==> src/rtl/pru_pkg.sv <==
// Shared types, codes and reset values of the pump refill controller.
package pru_pkg;

    localparam int TIME_WIDTH_DEF = 20;
    localparam int LEVEL_W        = 7;
    localparam int CHECK_W        = 16;
    localparam int DUR_W          = 20;
    localparam int CFG_DATA_W     = 20;
    localparam int CFG_IDX_W      = 2;

    localparam logic [LEVEL_W-1:0] FULL_THR_RST  = 7'd90;
    localparam logic [LEVEL_W-1:0] RESV_THR_RST  = 7'd10;
    localparam logic [CHECK_W-1:0] CHECK_MS_RST  = 16'd500;
    localparam logic [DUR_W-1:0]   TIMEOUT_MS_RST = 20'd30000;

    typedef enum logic [1:0] {
        MODE_TICK  = 2'd0,
        MODE_START = 2'd1,
        MODE_STOP  = 2'd2
    } t_mode;

    typedef enum logic [2:0] {
        RES_SUCCESS    = 3'd0,
        RES_SKIP_FULL  = 3'd1,
        RES_SKIP_EMPTY = 3'd2,
        RES_TIMEOUT    = 3'd3,
        RES_DRY_RUN    = 3'd4
    } t_rec_code;

    typedef enum logic [CFG_IDX_W-1:0] {
        CFG_FULL_THR   = 2'd0,
        CFG_RESV_THR   = 2'd1,
        CFG_CHECK_MS   = 2'd2,
        CFG_TIMEOUT_MS = 2'd3
    } t_cfg_idx;

    typedef struct packed {
        logic [LEVEL_W-1:0] full_thr;
        logic [LEVEL_W-1:0] resv_thr;
        logic [CHECK_W-1:0] check_ms;
        logic [DUR_W-1:0]   timeout_ms;
    } t_cfg;

    typedef struct packed {
        logic               pumping;
        logic               done_flag;
        logic [CHECK_W-1:0] since_check;
        logic               rec_valid;
        logic [2:0]         rec_result;
        logic [LEVEL_W-1:0] rec_before;
        logic [LEVEL_W-1:0] rec_after;
        logic [DUR_W-1:0]   rec_duration;
    } t_run_state;

    typedef struct packed {
        logic [1:0]         mode;
        logic [LEVEL_W-1:0] bowl;
        logic               has_water;
        logic [LEVEL_W-1:0] resv;
        logic               sense;
    } t_item;

    typedef struct packed {
        logic               pump_on;
        logic               refilling;
        logic               complete;
        logic               start_acc;
        logic               stale;
        logic               rec_valid;
        logic [2:0]         rec_result;
        logic [LEVEL_W-1:0] lvl_before;
        logic [LEVEL_W-1:0] lvl_after;
        logic [DUR_W-1:0]   duration;
    } t_result;

endpackage

==> src/rtl/pump_refill_controller_core.sv <==
// Top level of the pump refill controller: input stage, run state and result buffer.
//
//   channel   direction  handshake             payload
//   input     in         i_valid / o_stall     i_mode, i_bowl_level, i_reservoir_*, i_pump_sense
//   result    out        o_valid / i_stall     o_pump_on ... o_duration_ms
//   config    in         i_cfg_we              i_cfg_addr, i_cfg_wdata
//
// Every item yields one result: it is held in the input register, then passes through
// the step logic into the result buffer.
// One item per cycle is sustained while results are taken; the run state is registered and fed back to the step logic.
// The two-entry result buffer lets input keep flowing while a result waits;
// input stalls only while the buffer is full and an item sits in the input register.
// Synchronous reset restores the register defaults and the idle run state.
module pump_refill_controller_core
    import pru_pkg::*;
#(
    parameter int TIME_WIDTH = TIME_WIDTH_DEF
) (
    input  logic                  i_clk,
    input  logic                  i_rst_n,
    input  logic                  i_valid,
    output logic                  o_stall,
    input  logic [1:0]            i_mode,
    input  logic [LEVEL_W-1:0]    i_bowl_level,
    input  logic                  i_reservoir_has_water,
    input  logic [LEVEL_W-1:0]    i_reservoir_percent,
    input  logic                  i_pump_sense,
    output logic                  o_valid,
    input  logic                  i_stall,
    output logic                  o_pump_on,
    output logic                  o_refilling,
    output logic                  o_complete,
    output logic                  o_start_accepted,
    output logic                  o_stale_stopped,
    output logic                  o_record_valid,
    output logic [2:0]            o_record_result,
    output logic [LEVEL_W-1:0]    o_level_before,
    output logic [LEVEL_W-1:0]    o_level_after,
    output logic [DUR_W-1:0]      o_duration_ms,
    input  logic                  i_cfg_we,
    input  logic [CFG_IDX_W-1:0]  i_cfg_addr,
    input  logic [CFG_DATA_W-1:0] i_cfg_wdata
);

    t_cfg                  r_cfg;
    t_run_state            r_state;
    t_run_state            n_state;
    logic [TIME_WIDTH-1:0] r_since_start;
    logic [TIME_WIDTH-1:0] n_since_start;
    t_item                 r_item;
    logic                  r_in_valid;
    t_result               step_result;
    t_result               r_out0;
    t_result               r_out1;
    logic [1:0]            r_cnt;
    logic                  in_xfer;
    logic                  advance;
    logic                  out_xfer;

    assign o_stall  = r_in_valid && (r_cnt == 2'd2);
    assign in_xfer  = i_valid && !o_stall;
    assign advance  = r_in_valid && (r_cnt != 2'd2);
    assign out_xfer = o_valid && !i_stall;

    always_ff @(posedge i_clk) begin
        if (!i_rst_n) begin
            r_cfg.full_thr   <= FULL_THR_RST;
            r_cfg.resv_thr   <= RESV_THR_RST;
            r_cfg.check_ms   <= CHECK_MS_RST;
            r_cfg.timeout_ms <= TIMEOUT_MS_RST;
        end else if (i_cfg_we) begin
            unique case (t_cfg_idx'(i_cfg_addr))
                CFG_FULL_THR:   r_cfg.full_thr   <= i_cfg_wdata[LEVEL_W-1:0];
                CFG_RESV_THR:   r_cfg.resv_thr   <= i_cfg_wdata[LEVEL_W-1:0];
                CFG_CHECK_MS:   r_cfg.check_ms   <= i_cfg_wdata[CHECK_W-1:0];
                CFG_TIMEOUT_MS: r_cfg.timeout_ms <= i_cfg_wdata[DUR_W-1:0];
            endcase
        end
    end

    always_ff @(posedge i_clk) begin
        if (!i_rst_n) begin
            r_in_valid <= 1'b0;
        end else if (in_xfer) begin
            r_in_valid <= 1'b1;
        end else if (advance) begin
            r_in_valid <= 1'b0;
        end
    end

    always_ff @(posedge i_clk) begin
        if (in_xfer) begin
            r_item.mode      <= i_mode;
            r_item.bowl      <= i_bowl_level;
            r_item.has_water <= i_reservoir_has_water;
            r_item.resv      <= i_reservoir_percent;
            r_item.sense     <= i_pump_sense;
        end
    end

    pru_step #(
        .TIME_WIDTH (TIME_WIDTH)
    ) u_step (
        .i_item        (r_item),
        .i_cfg         (r_cfg),
        .i_state       (r_state),
        .i_since_start (r_since_start),
        .o_state       (n_state),
        .o_since_start (n_since_start),
        .o_result      (step_result)
    );

    always_ff @(posedge i_clk) begin
        if (!i_rst_n) begin
            r_state.pumping      <= 1'b0;
            r_state.done_flag    <= 1'b1;
            r_state.since_check  <= '0;
            r_state.rec_valid    <= 1'b0;
            r_state.rec_result   <= RES_SUCCESS;
            r_state.rec_before   <= '0;
            r_state.rec_after    <= '0;
            r_state.rec_duration <= '0;
            r_since_start        <= '0;
        end else if (advance) begin
            r_state       <= n_state;
            r_since_start <= n_since_start;
        end
    end

    // Result buffer: r_out0 is the head shown on the ports, r_out1 the skid entry.
    always_ff @(posedge i_clk) begin
        if (!i_rst_n) begin
            r_cnt <= 2'd0;
        end else begin
            unique case ({advance, out_xfer})
                2'b10:   r_cnt <= r_cnt + 2'd1;
                2'b01:   r_cnt <= r_cnt - 2'd1;
                default: r_cnt <= r_cnt;
            endcase
        end
    end

    always_ff @(posedge i_clk) begin
        priority if (out_xfer && (r_cnt == 2'd2)) begin
            r_out0 <= r_out1;
        end else if (advance && ((r_cnt == 2'd0) || out_xfer)) begin
            r_out0 <= step_result;
        end else if (advance) begin
            r_out1 <= step_result;
        end
    end

    assign o_valid          = (r_cnt != 2'd0);
    assign o_pump_on        = r_out0.pump_on;
    assign o_refilling      = r_out0.refilling;
    assign o_complete       = r_out0.complete;
    assign o_start_accepted = r_out0.start_acc;
    assign o_stale_stopped  = r_out0.stale;
    assign o_record_valid   = r_out0.rec_valid;
    assign o_record_result  = r_out0.rec_result;
    assign o_level_before   = r_out0.lvl_before;
    assign o_level_after    = r_out0.lvl_after;
    assign o_duration_ms    = r_out0.duration;

endmodule

==> src/rtl/pru_step.sv <==
// Next-state and result logic for one item of the refill controller.
module pru_step
    import pru_pkg::*;
#(
    parameter int TIME_WIDTH = TIME_WIDTH_DEF
) (
    input  t_item                 i_item,
    input  t_cfg                  i_cfg,
    input  t_run_state            i_state,
    input  logic [TIME_WIDTH-1:0] i_since_start,
    output t_run_state            o_state,
    output logic [TIME_WIDTH-1:0] o_since_start,
    output t_result               o_result
);

    localparam int CW = (TIME_WIDTH > DUR_W) ? TIME_WIDTH : DUR_W;
    localparam logic [CW-1:0] DUR_MAX_W = CW'({DUR_W{1'b1}});

    logic [TIME_WIDTH-1:0] ss_inc;
    logic [CHECK_W-1:0]    sc_inc;
    logic [CW-1:0]         ss_wide;
    logic [DUR_W-1:0]      dur_sat;
    logic                  accepted;
    logic                  stale;
    logic                  bowl_full;

    assign ss_inc    = (&i_since_start) ? i_since_start : i_since_start + 1'b1;
    assign sc_inc    = (&i_state.since_check) ? i_state.since_check
                                              : i_state.since_check + 1'b1;
    assign ss_wide   = CW'(ss_inc);
    assign dur_sat   = (ss_wide > DUR_MAX_W) ? {DUR_W{1'b1}} : ss_wide[DUR_W-1:0];
    assign bowl_full = (i_item.bowl >= i_cfg.full_thr);

    always_comb begin
        o_state       = i_state;
        o_since_start = i_since_start;
        accepted      = 1'b0;
        stale         = 1'b0;
        unique case (i_item.mode)
            MODE_START: begin
                if (i_state.pumping) begin
                    accepted = 1'b1;
                end else begin
                    // A new run clears the record and notes the starting level.
                    o_state.done_flag    = 1'b0;
                    o_state.rec_valid    = 1'b0;
                    o_state.rec_result   = RES_SUCCESS;
                    o_state.rec_after    = '0;
                    o_state.rec_duration = '0;
                    o_state.rec_before   = i_item.bowl;
                    priority if (bowl_full || !i_item.has_water) begin
                        o_state.rec_result = bowl_full ? RES_SKIP_FULL : RES_SKIP_EMPTY;
                        o_state.rec_after  = i_item.bowl;
                        o_state.rec_valid  = 1'b1;
                        o_state.done_flag  = 1'b1;
                    end else begin
                        o_since_start       = '0;
                        o_state.since_check = '0;
                        o_state.pumping     = 1'b1;
                        accepted            = 1'b1;
                    end
                end
            end
            MODE_STOP: begin
                o_state.pumping   = 1'b0;
                o_state.done_flag = 1'b1;
            end
            MODE_TICK: begin
                priority if (i_item.sense && !i_state.pumping) begin
                    stale = 1'b1;
                end else if (i_state.pumping) begin
                    o_since_start       = ss_inc;
                    o_state.since_check = sc_inc;
                    if (sc_inc >= i_cfg.check_ms) begin
                        o_state.since_check = '0;
                        priority if (bowl_full) begin
                            o_state.rec_result = RES_SUCCESS;
                        end else if (CW'(ss_inc) >= CW'(i_cfg.timeout_ms)) begin
                            o_state.rec_result = RES_TIMEOUT;
                        end else if (i_item.resv <= i_cfg.resv_thr) begin
                            o_state.rec_result = RES_DRY_RUN;
                        end
                        if (bowl_full || (CW'(ss_inc) >= CW'(i_cfg.timeout_ms))
                            || (i_item.resv <= i_cfg.resv_thr)) begin
                            o_state.rec_after    = i_item.bowl;
                            o_state.rec_duration = dur_sat;
                            o_state.rec_valid    = 1'b1;
                            o_state.pumping      = 1'b0;
                            o_state.done_flag    = 1'b1;
                        end
                    end
                end
            end
            default: begin
                // The unused mode leaves the state alone.
            end
        endcase
    end

    always_comb begin
        o_result.pump_on    = o_state.pumping;
        o_result.refilling  = o_state.pumping;
        o_result.complete   = o_state.done_flag;
        o_result.start_acc  = accepted;
        o_result.stale      = stale;
        o_result.rec_valid  = o_state.rec_valid;
        o_result.rec_result = o_state.rec_result;
        o_result.lvl_before = o_state.rec_before;
        o_result.lvl_after  = o_state.rec_after;
        o_result.duration   = o_state.rec_duration;
    end

endmodule

==> config.mk <==
export PLATFORM = sky130hd
export DESIGN_NAME = pump_refill_controller_core
export DESIGN_NICKNAME = d
export VERILOG_FILES = /design/src/rtl/pru_pkg.sv /design/src/rtl/pump_refill_controller_core.sv /design/src/rtl/pru_step.sv
export SDC_FILE = /design/constraint.sdc
export NUM_CORES = 1
export LEC_CHECK = 0
export BUFFER_PORTS_ARGS = -buffer_cell sky130_fd_sc_hd__buf_4
export CORE_UTILIZATION = 45
export DETAILED_ROUTE_END_ITERATION = 10
export GPL_TIMING_DRIVEN = 0
export PLACE_DENSITY = 0.69
export SYNTH_ARGS = -nofsm -noshare
export SYNTH_HDL_FRONTEND = slang
export SYNTH_SLANG_ARGS = --single-unit
==> constraint.sdc <==
create_clock -name i_clk -period 4.8 [get_ports i_clk]
set_clock_uncertainty 0.2 [all_clocks]
set_input_delay 0.48 -clock i_clk [delete_from_list [all_inputs] [get_ports i_clk]]
set_output_delay 0.48 -clock i_clk [all_outputs]
set_load 0.01 [all_outputs]
# [Word-level counts from Yosys, hierarchy flattened]
# Cells that the tools add are included.
[word_totals] regBits=232 out_inout_bits=45 inputBits=45
[classes] n_reduce_logical=31 n_eq_ne=13 order_cmp=5 muxes=40 n_addsub=4 bitwise=2
[op_table] operator="2-to-1 mux 20 bit" count=6
[op_table] operator="2-to-1 mux 27 bit" count=4
[op_table] operator="2-to-1 mux 43 bit" count=2
[op_table] operator="case mux 20 bit (2 select lines)" count=2
[op_table] operator="2-to-1 mux 22 bit" count=3
[op_table] operator="2-to-1 mux 56 bit" count=1
[op_table] operator="case mux 27 bit (2 select lines)" count=1
[op_table] operator="2-to-1 mux 16 bit" count=2
[op_table] operator="adder 20 x 1 -> 20 bit (second input constant)" count=1
[op_table] operator=">= comparator 20 bit" count=1
[op_table] operator="> comparator 20 bit (second input constant)" count=1
[op_table] operator="AND reduction 20 bit" count=1
[op_table] operator="adder 16 x 1 -> 16 bit (second input constant)" count=1
[op_table] operator=">= comparator 16 bit" count=1
[op_table] operator="AND reduction 16 bit" count=1
[op_table] operator="2-to-1 mux 7 bit" count=2
[op_table] operator="equality test 2 bit (second input constant)" count=5
[op_table] operator="!= test 2 bit (second input constant)" count=5
[op_table] operator="nonzero test 2 bit" count=5
[op_table] operator="2-to-1 mux 1 bit" count=9
[op_table] operator="2-to-1 mux 3 bit" count=3
[op_table] operator="AND reduction 2 bit" count=4
[op_table] operator=">= comparator 7 bit" count=1
[op_table] operator="<= comparator 7 bit" count=1
[op_table] operator="other kinds (14)" count=32

# [Logic depth before layout (Yosys ltp)]
[depth] ltp_word=12 depth_mapped=19 ltp_nobuf=16

# [Hierarchy]
# Synthesis repeated with hierarchy kept, for this count alone.
[hier_totals] hier_cells=1332 hier_area_um2=12154.2
[modules_own_cells] mod="pump_refill_controller_core" cells_each=727 area_per_inst_um2=8455.6 n_inst=1
[modules_own_cells] mod="pru_step" cells_each=605 area_per_inst_um2=3698.5 n_inst=1

# [Worst setup path before layout]
# OpenSTA, ideal clock, no wires.
[synth_path] path_kind="register to register" from="register r_since_start[0]" to="register r_out0 (netlist bit o_duration_ms[1]), data pin" path_stages_with_launch=17 path_slack_ps=530 period_less_slack_ps=4270 arrival_time_ps=3810 n_path_buf=3 path_cell_list="dfxtp_1 ha_1 nand4_1 or3_1 clkbuf_1 clkbuf_1 nand2_1 ha_1 a211oi_1 o21ai_0 a211oi_1 o211ai_1 nor2_1 nor3_4 buf_6 a22o_4 mux2_2"
[synth_rtl] element="start, declared" line="pump_refill_controller_core.sv:48" text="logic [TIME_WIDTH-1:0] r_since_start;"
[synth_rtl] element="start signal, assigned" line="pump_refill_controller_core.sv:126" text="r_since_start <= n_since_start;"
[synth_rtl] element="end signal, assigned" line="pump_refill_controller_core.sv:145" text="r_out0 <= r_out1;"
[synth_rtl] element="end signal, assigned" line="pump_refill_controller_core.sv:147" text="r_out0 <= step_result;"
[synth_rtl] element="end, declared" line="pump_refill_controller_core.sv:53" text="t_result r_out0;"

==> run_results.csv <==
group,metric,value,unit
floorplan,fp.dieW,159.8,microns
floorplan,coreArea,24390,sq um
logic_synthesis,ys_warn_count,0,
placement,portBuffers,89,
layout,nNetsFinal,1333,
route,dr.pass1.iters,6,
clock_tree,cts_buffer_depth,3,
power_and_ir_drop,power_leakage,5.408,nW
setup_path,cp.required,4880,ps
timing,setup_viol,0,
logic_synthesis,synth_flop_cell,"dfxtp_1",
logic_synthesis,ys_seq_area_frac,0.5036,
setup_path,endpoint_kind,"flop",
route,drt_iter0_drc,693,
route,drc,0,
clock_tree,root_buffer,"clkbuf_16",
placement,gp_congestion,0.9038,
logic_synthesis,synth_edf_count,102,
logic_synthesis,synth-async-reset-ratio,0,
timing,finalHoldViolCount,0,
setup_path,startpoint,"r_state[38]$_SDFFE_PN0P_",
power_and_ir_drop,power_density,355.0,nW/um^2
timing,maxSlewHeadroom,0.3783,
job,drv_cap,0,
global_routing,grt_max_degree,43,
logic_synthesis,syn_inst,1085,
floorplan,core.rowCount,57,
power_and_ir_drop,combPwrFrac,0.134,
route,vias,8563,
placement,dp_hpwl,19140,microns
global_routing,antenna_found_initial,0,
route,final_antenna_net_count,0,
layout,multi_input_area,5122,sq um
floorplan,start_util,0.4596,
clock_tree,cts_sinks,231,
power_and_ir_drop,switching_share,0.2496,
power_and_ir_drop,finalPower,4.796,mW
power_and_ir_drop,peakVddDrop,0.0002960,V
power_and_ir_drop,seq_power_share,0.473,
layout,finish.utilization,0.5540,
global_routing,gr-usage-all-layers,0.2095,
setup_path,ff2ff_path_depth,17,
layout,n_antenna_cell,0,
logic_synthesis,ys_seq_elements,231,
clock_tree,clk_pin_slew,60,ps
timing,period_minus_slack,4652,ps
logic_synthesis,syn_nets,1183,
floorplan,die_height,159.8,microns
route,wl_per_cell,16.74,microns
logic_synthesis,syn_area,11210,sq um
timing,max_freq,215.0,MHz
logic_synthesis,synth.distinct_cells,65,
layout,seq_area,5649,sq um
power_and_ir_drop,p_int,3.599,mW
floorplan,die-area,25550,sq um
setup_path,cp-start-kind,"flop",
timing,tightest_slew,928.3,ps
clock_tree,cts.htree.levels,1,
layout,drive_gt1_frac,0.1802,
outcome,outcome,"complete, no violations",
timing,period_share,0.9692,
setup_path,reg2reg_setup_slack,150,ps
route,routed_wirelength,26420,microns
layout,filler_cell_count,2170,
clock_tree,cts_tree,"done",
route,via_per_inst,5.426,
layout,area_growth,20.52,%
setup_path,endpoint,"o_duration_ms[0]$_DFFE_PP_",
setup_path,timing.rr.start,"r_state[38]$_SDFFE_PN0P_",
min_path,hold_class,"in -> reg",
clock_tree,clk_latency,540,ps
timing,drv_slew,0,
power_and_ir_drop,clock_power_share,0.392,
logic_synthesis,avgSynthCellArea,10.33,sq um
global_routing,grt_pass1_vias,8088,
clock_tree,cts_made_buffers,25,
power_and_ir_drop,p_switching,1.197,mW
setup_path,timing.rr.end,"o_duration_ms[0]$_DFFE_PP_",
global_routing,grt_overflow,0,
setup_path,path_max_fanout,10,
setup_path,critical_path_class,"reg -> reg",
setup_path,arrival,4730,ps
floorplan,num_io_pins,90,
global_routing,grt_first_pass_wirelength,42790,microns
synthesized netlist by cell type, drive strengths merged (2+ instances only):
master | count | area (sq um)
a41oi | 2 | 17.52
nand2b | 7 | 43.79
nand2 | 155 | 581.8
o211a | 8 | 87.59
xor2 | 4 | 35.03
mux2 | 36 | 416.7
a21oi | 39 | 217.7
or3 | 8 | 50.05
nor2 | 47 | 178.9
or4 | 2 | 18.77
a21boi | 43 | 322.8
o21bai | 2 | 15.01
xnor2 | 20 | 175.2
nor3 | 18 | 106.4
a211oi | 5 | 37.54
o21ai | 31 | 158.9
dfxtp | 129 | 2582
a31oi | 12 | 90.09
o22ai | 2 | 12.51
o211ai | 26 | 195.2
and4 | 4 | 35.03
o31ai | 3 | 36.28
nor2b | 34 | 212.7
a22o | 50 | 490.5
inv | 64 | 240.2
nand4 | 14 | 93.84
a22oi | 21 | 157.7
nand3 | 32 | 160.2
nor3b | 2 | 15.01
edfxtp | 102 | 3063
ha | 53 | 663.1
mux2i | 10 | 100.1
or2 | 5 | 31.28
and3 | 12 | 76.33
o21a | 7 | 52.55
buf | 12 | 113.9
a21o | 9 | 67.56
clkbuf | 42 | 157.7
and2 | 5 | 31.28
cell usage in the layout (no fill, tap or decap), types with 7 or more instances in the layout:
cell type      instances
nand2_1              153
dfxtp_1              126
buf_4                102
edfxtp_1             102
inv_1                 64
ha_1                  53
nor2_1                44
a22o_1                44
clkbuf_1              43
a21boi_0              41
a21oi_1               37
nor2b_1               33
mux2_2                33
nand3_1               32
o21ai_0               27
o211ai_1              26
clkbuf_16             25
dlygate4sd3_1         25
a22oi_1               21
xnor2_1               20
nor3_1                14
nand4_1               13
a31oi_1               11
and3_1                10
mux2i_1               10
a21o_1                 9
buf_6                  8
nand2b_1               7
o21a_1                 7
or3_1                  7
o211a_1                7
layer usage:
| layer | vias to the layer above | GRT usage | part of all wire |
|---|---|---|---|
| met5 | - | 0 | 0 |
| met4 | 0 | 0.05281 | 0.022 |
| met3 | 39 | 0.02623 | 0.056 |
| met2 | 244 | 0.3444 | 0.46 |
| met1 | 4062 | 0.2930 | 0.46 |
| li1 | 4218 | - | - |
final cells by class:
cell class              instances  share of cell area
flip-flops and latches        231              0.4181
multi-input cells             736              0.3791
repair buffers                126             0.07556
clock buffers                  36             0.05306
well taps                     324             0.03000
plain buffers                  51             0.01945
inverters                      64             0.01778
clock inverters                10            0.006945
through the flow:
stage | std cells | worst slack [ps] | hold slack (ps) | TNS, ps | area (sq um)
global route | 1578 | -38.46 | 12.91 | -352.7 | 13510
floorplan | 1085 | 529.8 | 242.6 | 0 | 11210
global placement | 1498 | -311.1 | 253.4 | -9415 | 12280
detailed placement | 1499 | -367.9 | 257.1 | -14620 | 12310
finish | 1578 | 147.8 | 14.99 | 0 | 13510
CTS | 1572 | 7.683 | 0.1309 | 0 | 13420
logic make-up (layout without fill, tap and decap cells):
logic type	count (synthesis)	in the layout	synth area share
xor+xnor	24	24	0.01875
compound gates	266	266	0.1797
fa+ha+maj	53	53	0.05915
buf+inv	118	287	0.04565
flops	231	231	0.5036
simple gates	347	347	0.1471
mux	46	46	0.04609
critical path, stage by stage (launching register included):
cell and delay (ps):
dfxtp_2 390, ha_1 180, and3_1 210, nand4_1 240, or4_4 610, nand4_1 190
or2_2 180, xnor2_1 160, ha_1 280, nand4_1 150, nor2_1 80, a221oi_2 410
o21ai_4 210, nand2_4 160, nor3_4 70, buf_6 190, a22o_1 220, mux2_2 280
timing repair:
action                                 CTS  global route
endpoints found under the hold margin   25             0
pin swaps                                5             6
setup endpoints to repair               75            84
hold buffers                            25             0
buffers inserted                         3             8
resized for setup                        8            14
worst min path at each step:
stage	from	slack, ps	to	cells past startpoint
after floorplan	r_state[20]$_SDFFE_PN0P_	240	r_state[20]$_SDFFE_PN0P_	1
after global placement	r_cfg[34]$_SDFFE_PN0P_	250	r_cfg[34]$_SDFFE_PN0P_	2
after detailed placement	r_cfg[7]$_SDFFE_PN0P_	260	r_cfg[7]$_SDFFE_PN0P_	2
after CTS	i_cfg_wdata[8]	0.1	r_cfg[28]$_SDFFE_PN1P_	3
after global routing	i_cfg_wdata[17]	10	r_cfg[17]$_SDFFE_PN0P_	3
final	i_cfg_wdata[8]	10	r_cfg[8]$_SDFFE_PN1P_	3
flip-flops by register name (all words and copies together), names as in the netlist:
register,cells
r_state,56
o_level_before,7
o_duration_ms,20
o_complete,1
o_record_valid,1
o_level_after,7
o_stale_stopped,1
r_in_valid,1
r_cfg,50
r_since_start,20
o_start_accepted,1
r_item,18
r_cnt,2
o_record_result,3
r_out1,42
o_pump_on,1
power by group through the flow:
stage	logic, mW	registers [mW]	clock network (mW)
floorplan	0.341	2.34	0
global placement	0.609	2.31	0
detailed placement	0.622	2.31	0
CTS	0.645	2.27	1.93
global route	0.710	2.28	1.99
finish	0.645	2.27	1.88
No activity file was read; power rests on OpenSTA's default activity.
